**config.mk**
```make
export PLATFORM = sky130hd
export DESIGN_NAME = interrupt_controller_8259_flat
export DESIGN_NICKNAME = d
export VERILOG_FILES = /design/src/design/pic_pkg.sv /design/src/design/pic_if.sv /design/src/design/pic_prio_enc.sv /design/src/design/pic_core.sv /design/src/design/interrupt_controller_8259.sv /design/src/flat_wrapper.sv
export SDC_FILE = /design/constraint.sdc
export NUM_CORES = 1
export LEC_CHECK = 0
export BUFFER_PORTS_ARGS = -buffer_cell sky130_fd_sc_hd__buf_4
export CORE_MARGIN = 2
export CORE_UTILIZATION = 54
export CTS_CLUSTER_DIAMETER = 150
export DETAILED_ROUTE_END_ITERATION = 12
export HOLD_SLACK_MARGIN = 0.06
export MAX_ROUTING_LAYER = met4
export PLACE_DENSITY = 0.87
export SYNTH_ARGS = -nofsm -noshare
export SYNTH_HDL_FRONTEND = slang
export SYNTH_SLANG_ARGS = --single-unit
```
**constraint.sdc**
```tcl
create_clock -name clk -period 3.9 [get_ports clk]
set_input_delay 0.585 -clock clk [delete_from_list [all_inputs] [get_ports clk]]
set_output_delay 0.585 -clock clk [all_outputs]
set_load 0.005 [all_outputs]
```
**src/design/pic_pkg.sv**
```systemverilog
`timescale 1ns / 1ps
// ----------------------------------------------------------------------------
// pic_pkg
// Types and constants shared by the interrupt controller files.
// ----------------------------------------------------------------------------
package pic_pkg;

    // event codes
    localparam logic [2:0] CMD_RAISE = 3'd0;
    localparam logic [2:0] CMD_DROP  = 3'd1;
    localparam logic [2:0] CMD_WRITE = 3'd2;
    localparam logic [2:0] CMD_READ  = 3'd3;
    localparam logic [2:0] CMD_ACK   = 3'd4;

    // OCW2 command codes, bits 7..5
    localparam logic [2:0] OCW2_EOI_NONSPEC = 3'd1;
    localparam logic [2:0] OCW2_EOI_SPEC    = 3'd3;
    localparam logic [2:0] OCW2_SET_PRIO    = 3'd6;

    // bit positions in the command words
    localparam int ICW1_START_BIT  = 4;
    localparam int ICW1_SINGLE_BIT = 1;
    localparam int ICW1_NEED4_BIT  = 0;
    localparam int ICW4_X86_BIT    = 0;
    localparam int OCW3_SEL_BIT    = 3;
    localparam int OCW3_RR_BIT     = 1;
    localparam int OCW3_RIS_BIT    = 0;

    localparam logic [7:0] VEC_BASE_MASK  = 8'hF8;
    localparam logic [2:0] SPURIOUS_LINE  = 3'd7;
    localparam logic [7:0] MASK_RESET     = 8'hFF;
    localparam logic [2:0] LOWEST_RESET   = 3'd7;

    typedef enum logic [2:0] {
        PHASE_ICW1 = 3'd0,
        PHASE_ICW2 = 3'd1,
        PHASE_ICW3 = 3'd2,
        PHASE_ICW4 = 3'd3,
        PHASE_OPER = 3'd4
    } phase_t;

    typedef struct packed {
        logic [2:0] command;
        logic [2:0] line;
        logic       port_offset;
        logic [7:0] write_data;
    } item_t;

    typedef struct packed {
        logic [7:0] read_data;
        logic [7:0] vector;
        logic       int_pending;
    } result_t;

endpackage

```
**src/design/pic_if.sv**
```systemverilog
`timescale 1ns / 1ps
// ----------------------------------------------------------------------------
// pic_item_if / pic_result_if
// Valid/ready channels for controller events and their results.
// ----------------------------------------------------------------------------
interface pic_item_if;
    logic       valid;
    logic       ready;
    logic [2:0] command;
    logic [2:0] line;
    logic       port_offset;
    logic [7:0] write_data;

    modport source (output valid, command, line, port_offset, write_data, input ready);
    modport sink   (input valid, command, line, port_offset, write_data, output ready);
endinterface

interface pic_result_if;
    logic       valid;
    logic       ready;
    logic [7:0] read_data;
    logic [7:0] vector;
    logic       int_pending;

    modport source (output valid, read_data, vector, int_pending, input ready);
    modport sink   (input valid, read_data, vector, int_pending, output ready);
endinterface

```
**src/design/pic_prio_enc.sv**
```systemverilog
`timescale 1ns / 1ps
// ----------------------------------------------------------------------------
// pic_prio_enc
// Rotating priority encoder: first set bit at or after the line just above
// the lowest-priority line, wrapping from 7 to 0.
// ----------------------------------------------------------------------------
module pic_prio_enc
(
    input  logic [7:0] bits,
    input  logic [2:0] lowest,
    output logic       found,
    output logic [2:0] line
);

    logic [2:0]  start;
    logic [15:0] doubled;
    logic [7:0]  rotated;
    logic [2:0]  offset;

    assign start   = lowest + 3'd1;
    assign doubled = {bits, bits} >> start;
    assign rotated = doubled[7:0];
    assign found   = |bits;

    always_comb
    begin
        offset = 3'd0;
        for (int i = 7; i >= 0; i--)
        begin
            if (rotated[i])
            begin
                offset = 3'(i);
            end
        end
    end

    assign line = start + offset;

endmodule

```
**src/design/pic_core.sv**
```systemverilog
`timescale 1ns / 1ps
// ----------------------------------------------------------------------------
// pic_core
// Controller registers and the single-pass update for one event.
// ----------------------------------------------------------------------------
module pic_core
(
    input  logic             clk,
    input  logic             rst_n,
    input  logic             en,
    input  pic_pkg::item_t   item,
    output pic_pkg::result_t res
);

    logic [7:0]      request_reg,  request_next;
    logic [7:0]      mask_reg,     mask_next;
    logic [7:0]      in_service_reg, in_service_next;
    logic [7:0]      icw1_reg,     icw1_next;
    logic [7:0]      vec_base_reg, vec_base_next;
    logic [7:0]      cascade_reg,  cascade_next;
    logic [7:0]      mode_reg,     mode_next;
    pic_pkg::phase_t phase_reg,    phase_next;
    logic            ris_reg,      ris_next;
    logic [2:0]      lowest_reg,   lowest_next;

    logic [7:0] pending;
    logic       pend_found;
    logic [2:0] pend_line;
    logic       isr_found;
    logic [2:0] isr_line;
    logic [7:0] base;
    pic_pkg::phase_t after_icw3;

    assign pending = request_reg & ~mask_reg;
    assign base    = vec_base_reg & pic_pkg::VEC_BASE_MASK;

    pic_prio_enc u_pend_enc
    (
        .bits   (pending),
        .lowest (lowest_reg),
        .found  (pend_found),
        .line   (pend_line)
    );

    pic_prio_enc u_isr_enc
    (
        .bits   (in_service_reg),
        .lowest (lowest_reg),
        .found  (isr_found),
        .line   (isr_line)
    );

    assign after_icw3 = icw1_reg[pic_pkg::ICW1_NEED4_BIT] ? pic_pkg::PHASE_ICW4
                                                          : pic_pkg::PHASE_OPER;

    always_comb
    begin
        request_next    = request_reg;
        mask_next       = mask_reg;
        in_service_next = in_service_reg;
        icw1_next       = icw1_reg;
        vec_base_next   = vec_base_reg;
        cascade_next    = cascade_reg;
        mode_next       = mode_reg;
        phase_next      = phase_reg;
        ris_next        = ris_reg;
        lowest_next     = lowest_reg;
        res.read_data   = 8'd0;
        res.vector      = 8'd0;

        case (item.command)
            pic_pkg::CMD_RAISE:
            begin
                request_next = request_reg | (8'd1 << item.line);
            end
            pic_pkg::CMD_DROP:
            begin
                request_next = request_reg & ~(8'd1 << item.line);
            end
            pic_pkg::CMD_WRITE:
            begin
                if (item.port_offset)
                begin
                    case (phase_reg)
                        pic_pkg::PHASE_ICW2:
                        begin
                            vec_base_next = item.write_data;
                            if (icw1_reg[pic_pkg::ICW1_SINGLE_BIT])
                            begin
                                phase_next = after_icw3;
                            end
                            else
                            begin
                                phase_next = pic_pkg::PHASE_ICW3;
                            end
                        end
                        pic_pkg::PHASE_ICW3:
                        begin
                            cascade_next = item.write_data;
                            phase_next   = after_icw3;
                        end
                        pic_pkg::PHASE_ICW4:
                        begin
                            mode_next  = item.write_data;
                            phase_next = pic_pkg::PHASE_OPER;
                        end
                        pic_pkg::PHASE_OPER:
                        begin
                            mask_next = item.write_data;
                        end
                        default:
                        begin
                        end
                    endcase
                end
                else if (item.write_data[pic_pkg::ICW1_START_BIT])
                begin
                    icw1_next  = item.write_data;
                    phase_next = pic_pkg::PHASE_ICW2;
                end
                else if (item.write_data[pic_pkg::OCW3_SEL_BIT])
                begin
                    if (item.write_data[pic_pkg::OCW3_RR_BIT])
                    begin
                        ris_next = item.write_data[pic_pkg::OCW3_RIS_BIT];
                    end
                end
                else
                begin
                    case (item.write_data[7:5])
                        pic_pkg::OCW2_EOI_NONSPEC:
                        begin
                            if (isr_found)
                            begin
                                in_service_next = in_service_reg & ~(8'd1 << isr_line);
                            end
                        end
                        pic_pkg::OCW2_EOI_SPEC:
                        begin
                            in_service_next = in_service_reg
                                              & ~(8'd1 << item.write_data[2:0]);
                        end
                        pic_pkg::OCW2_SET_PRIO:
                        begin
                            lowest_next = item.write_data[2:0];
                        end
                        default:
                        begin
                        end
                    endcase
                end
            end
            pic_pkg::CMD_READ:
            begin
                if (item.port_offset)
                begin
                    res.read_data = mask_reg;
                end
                else if (in_service_reg != 8'd0)
                begin
                    res.read_data = in_service_reg;
                end
                else
                begin
                    res.read_data = request_reg;
                end
            end
            pic_pkg::CMD_ACK:
            begin
                res.vector = base | {5'd0, pic_pkg::SPURIOUS_LINE};
                if (pend_found)
                begin
                    request_next    = request_reg & ~(8'd1 << pend_line);
                    in_service_next = in_service_reg | (8'd1 << pend_line);
                    if (mode_reg[pic_pkg::ICW4_X86_BIT])
                    begin
                        res.vector = base | {5'd0, pend_line};
                    end
                end
            end
            default:
            begin
            end
        endcase

        res.int_pending = |(request_next & ~mask_next);
    end

    always_ff @(posedge clk or negedge rst_n)
    begin
        if (!rst_n)
        begin
            request_reg    <= 8'd0;
            mask_reg       <= pic_pkg::MASK_RESET;
            in_service_reg <= 8'd0;
            icw1_reg       <= 8'd0;
            vec_base_reg   <= 8'd0;
            cascade_reg    <= 8'd0;
            mode_reg       <= 8'd0;
            phase_reg      <= pic_pkg::PHASE_ICW1;
            ris_reg        <= 1'b0;
            lowest_reg     <= pic_pkg::LOWEST_RESET;
        end
        else if (en)
        begin
            request_reg    <= request_next;
            mask_reg       <= mask_next;
            in_service_reg <= in_service_next;
            icw1_reg       <= icw1_next;
            vec_base_reg   <= vec_base_next;
            cascade_reg    <= cascade_next;
            mode_reg       <= mode_next;
            phase_reg      <= phase_next;
            ris_reg        <= ris_next;
            lowest_reg     <= lowest_next;
        end
    end

endmodule

```
**src/design/interrupt_controller_8259.sv**
```systemverilog
`timescale 1ns / 1ps
// ----------------------------------------------------------------------------
// interrupt_controller_8259
// Single 8259-style interrupt controller, one event in, one result out.
// ----------------------------------------------------------------------------
// result path: the event goes into the input register, then into the result
//   register, which offers it on the result side as valid
// throughput: one event per cycle while the result side keeps taking
// reset: rst_n clears both stages and the controller registers at once
//   (mask all set, lowest-priority line seven, awaiting ICW1)
module interrupt_controller_8259
(
    input  logic         clk,
    input  logic         rst_n,
    pic_item_if.sink     item,
    pic_result_if.source result
);

    logic              in_valid_reg;
    pic_pkg::item_t    in_item_reg;
    logic              out_valid_reg;
    pic_pkg::result_t  out_res_reg;
    pic_pkg::result_t  core_res;
    logic              advance;

    // the input stage moves on whenever the result register is free or drains
    assign advance    = in_valid_reg && (!out_valid_reg || result.ready);
    assign item.ready = !in_valid_reg || advance;

    always_ff @(posedge clk or negedge rst_n)
    begin
        if (!rst_n)
        begin
            in_valid_reg <= 1'b0;
        end
        else if (item.ready)
        begin
            in_valid_reg <= item.valid;
        end
    end

    always_ff @(posedge clk)
    begin
        if (item.ready && item.valid)
        begin
            in_item_reg.command     <= item.command;
            in_item_reg.line        <= item.line;
            in_item_reg.port_offset <= item.port_offset;
            in_item_reg.write_data  <= item.write_data;
        end
    end

    pic_core u_core
    (
        .clk   (clk),
        .rst_n (rst_n),
        .en    (advance),
        .item  (in_item_reg),
        .res   (core_res)
    );

    always_ff @(posedge clk or negedge rst_n)
    begin
        if (!rst_n)
        begin
            out_valid_reg <= 1'b0;
        end
        else if (advance)
        begin
            out_valid_reg <= 1'b1;
        end
        else if (result.ready)
        begin
            out_valid_reg <= 1'b0;
        end
    end

    always_ff @(posedge clk)
    begin
        if (advance)
        begin
            out_res_reg <= core_res;
        end
    end

    assign result.valid       = out_valid_reg;
    assign result.read_data   = out_res_reg.read_data;
    assign result.vector      = out_res_reg.vector;
    assign result.int_pending = out_res_reg.int_pending;

endmodule

```
**src/flat_wrapper.sv**
```systemverilog
// flat-port wrapper written by rule: the top's interface ports become plain ports
module interrupt_controller_8259_flat 
  (clk, rst_n, item_valid, item_command, item_line, item_port_offset, item_write_data, item_ready, result_valid, result_read_data, result_vector, result_int_pending, result_ready);
  pic_item_if item_i ();
  pic_result_if result_i ();
  input  logic clk;
  input  logic rst_n;
  input wire logic [$bits(item_i.valid)-1:0] item_valid;
  input wire logic [$bits(item_i.command)-1:0] item_command;
  input wire logic [$bits(item_i.line)-1:0] item_line;
  input wire logic [$bits(item_i.port_offset)-1:0] item_port_offset;
  input wire logic [$bits(item_i.write_data)-1:0] item_write_data;
  output wire logic [$bits(item_i.ready)-1:0] item_ready;
  output wire logic [$bits(result_i.valid)-1:0] result_valid;
  output wire logic [$bits(result_i.read_data)-1:0] result_read_data;
  output wire logic [$bits(result_i.vector)-1:0] result_vector;
  output wire logic [$bits(result_i.int_pending)-1:0] result_int_pending;
  input wire logic [$bits(result_i.ready)-1:0] result_ready;
  assign item_i.valid = item_valid;
  assign item_i.command = item_command;
  assign item_i.line = item_line;
  assign item_i.port_offset = item_port_offset;
  assign item_i.write_data = item_write_data;
  assign item_ready = item_i.ready;
  assign result_valid = result_i.valid;
  assign result_read_data = result_i.read_data;
  assign result_vector = result_i.vector;
  assign result_int_pending = result_i.int_pending;
  assign result_i.ready = result_ready;
  interrupt_controller_8259 u_core (.clk(clk), .rst_n(rst_n), .item(item_i), .result(result_i));
endmodule
```
==> impl_metrics.toml <==
[logic_synthesis]
synth.ff_latch_count = 72
ys_top_cells_by_area = "edfxtp_1 21%, dfrtp_1 16%, dfstp_2 6.4%"
synth_nets = 462
synth-seq-area-share_pct = 43.8
synth_edf_count = 32
synthCells = 438
synth_area_leader_cell = "edfxtp_1"
yosysTopAreaCellShare_pct = 21.3
syn_area_um2 = 4510
postSynth.asyncResetShare_pct = 55.6
ys.flop_type = "edfxtp_1"
ys_types = 60
ys_warn_count = 0
avgSynthCellArea_um2 = 10.3

[finish]
area_growth_pct = 20.6
final_core_utilization_pct = 66.8
largest_reg_flops = 15
nets = 527
drive_gt1_share_pct = 31.5
num_antenna_cells = 0
nFillCells = 593

[grt]
grt_overflow = 0
grt_pass1_vias = 3786
grt_usage_pct = 28.7
antenna_found_initial = 0
grt_pass1_wl_um = 19000
grt_max_degree = 41

[setup_path]
crit_required_ns = 3.99
cp.arrival_ns = 4.16
crit_path_end_kind = "flop"
critPathMaxFanout = 5
start_kind = "flop"
critPathKind = "flop to flop"

[sta]
timing.final.crit_share_pct = 104
slew_headroom_pct = 52.7
finalHoldViolations = 0
setup_viol = 1
fin_crit_ns = 4.07
setup_ws_ns = -0.168
drv_slew = 0
rsz0062_at_grt = "true"
worst_clock_skew_ns = 0.0106
tightest_slew_ns = 0.710
max_freq_mhz = 246

[drt]
routed_wl_um = 12000
detail-route-antenna-nets = 0
firstDrtPassIters = 5
vias = 3911
wl_per_cell_um = 19.7
remaining_drc_errors = 0
drt-initial-drc-count = 411
vias_per_cell = 6.38

[power_and_ir_drop]
cellPowerDensity_nw_per_um2 = 707
total_power_mw = 3.84
p_leak_nw = 2.28
ir_drop_v = 0.000310

[cts]
cts_hold_buf = 0
cts_tree = "built"
root_buffer = "clkbuf_8"
clock_latency_ns = 0.36
h-tree-depth = 3
cts.sinks = 72
cts_buffer_depth = 2
cts_made_buffers = 9
clk_pin_slew_ns = 0.09

[placed_design]
gp_congestion = 1.06
dpl.hpwl_um = 8660
dp_slack_ns = -0.322
portBuffers = 37

[floorplan]
initial_core_util_pct = 55.4
die_area_um2 = 9100
ios = 38
row_count = 33
core_area_um2 = 8130
die_h_um = 95.4
die_x_um = 95.4

[hold_path]
worst_hold_path_type = "input pin to asynchronous set/reset pin"

[status]
violations = "setup timing"
outcome = "finished, violations left"

[run]
drv_cap = 0
==> final timing paths <==
| check | start | depth (start not counted) | slack, ns | endpoint |
|---|---|---|---|---|
| setup / recovery | u_core.u_core.lowest_reg[0] | 16 | -0.17 | u_core.result.int_pending |
| hold / removal | rst_n | 1 | 0.19 | u_core.result.valid |
| setup reg to reg | u_core.u_core.lowest_reg[0] | 16 | -0.17 | u_core.result.int_pending |
| hold reg to reg | u_core.u_core.vec_base_reg[6] | 1 | 0.51 | u_core.u_core.vec_base_reg[6] |
| max in group asynchronous | rst_n | 1 | 3.33 | u_core.u_core.mask_reg[2] |
| min in group clk | item_command[1] | 1 | 0.40 | u_core.in_item_reg[13] |
==> cells by family (layout without fill, tap and decap cells) <==
kind of cell               Yosys count  count (layout)  synth area share, %
AOI/OAI and AO/OA                  101             101                 14.7
xor gates and xnor gates             7               7                 1.53
adders and majority gates            5               5                 1.72
buffers and inverters               32             102                 2.78
DFF                                 72              72                 43.8
muxes                               52              52                 17.1
and+or+nand+nor                    169             169                 18.4
==> worst max-delay path, cell delays in order (launching register included) <==
cell and delay (ns):
dfstp_2 0.57, ha_4 0.19, xnor2_2 0.14, mux4_2 0.56, mux2i_2 0.20, a21oi_1 0.10, o21ai_1 0.12, a21oi_1 0.08
nor2_1 0.10, ha_1 0.15, inv_1 0.05, fa_2 0.59, nor2b_4 0.18, and2_4 0.16, a21oi_2 0.05, a221o_1 0.36
nand4b_1 0.20
==> cell type report <==
type	count	area (um^2)	share of cell area [%]
Multi-Input combinational cell	334	2520	46.4
Timing Repair Buffer	74	559	10.3
Sequential cell	72	1980	36.3
Tap cell	105	131	2.42
Clock buffer	9	124	2.28
Clock inverter	7	78.8	1.45
Inverter	12	45.0	0.829
==> metal layers <==
layer  track usage (%)  share of wire (%)  wire length (um)  vias up
li1                  -                  -                 -     1778
met5                 -                  0                 0        -
met3              6.72                8.5              1030       53
met4              10.8                3.8               461        0
met1              36.0                 41              4890     1850
met2              45.6                 47              5670      230
==> power breakdown <==
group	switching, mW	internal, mW	leakage (nW)
clock network	0.321	0.302	0.0929
logic	1.09	1.01	1.39
registers	0.186	0.935	0.798
total	1.60	2.24	2.28
==> stage by stage <==
step / cells / setup TNS (ns) / cell area, um^2 / hold slack, ns
2_1_floorplan: 438 / -0.0454 / 4530 / 0.289
3_3_place_gp: 595 / -0.146 / 5110 / 0.483
3_5_place_dp: 595 / -0.379 / 5110 / 0.492
4_1_cts: 612 / -0.104 / 5370 / 0.211
5_1_grt: 613 / -1.09 / 5440 / 0.227
6_report: 613 / -0.168 / 5440 / 0.192
==> synthesized netlist by cell type (all sizes together) (6+ instances only) <==
master	instances
mux2	21
clkbuf	15
and3	9
mux4	16
inv	11
o211ai	6
nor2	43
mux2i	15
a21oi	39
edfxtp	32
o21ai	16
nand2	52
nand2b	13
dfstp	11
a31oi	9
dfrtp	29
nand3	12
==> cell usage in the layout, fill, tap and decap left out, types with 3 or more instances in the layout <==
cell type,count
or2_2,3
nor3_1,4
nor3b_1,3
mux2i_1,12
o21ai_0,15
inv_1,10
xnor2_2,4
mux4_2,12
inv_6,3
o211ai_1,6
o22ai_1,5
clkinvlp_4,3
clkbuf_8,9
a32oi_1,3
a21oi_1,38
nand2_1,52
nand3b_1,5
a221o_1,3
dfrtp_1,29
nor2_1,40
a22o_1,3
nand3_1,12
nor2b_1,4
and2_1,4
nand2b_1,13
and3_1,9
nor4_1,3
mux4_1,4
mux2i_2,3
a31oi_1,9
nand4_1,5
mux2_2,21
dfstp_2,11
buf_4,73
edfxtp_1,32
==> what timing repair did <==
item / CTS / global route
setup endpoints to repair: 5 / 16
resized for setup: 9 / 10
buffers inserted: 1 / 1
pin swaps: 1 / 0
No activity file was read; power rests on OpenSTA's default activity.
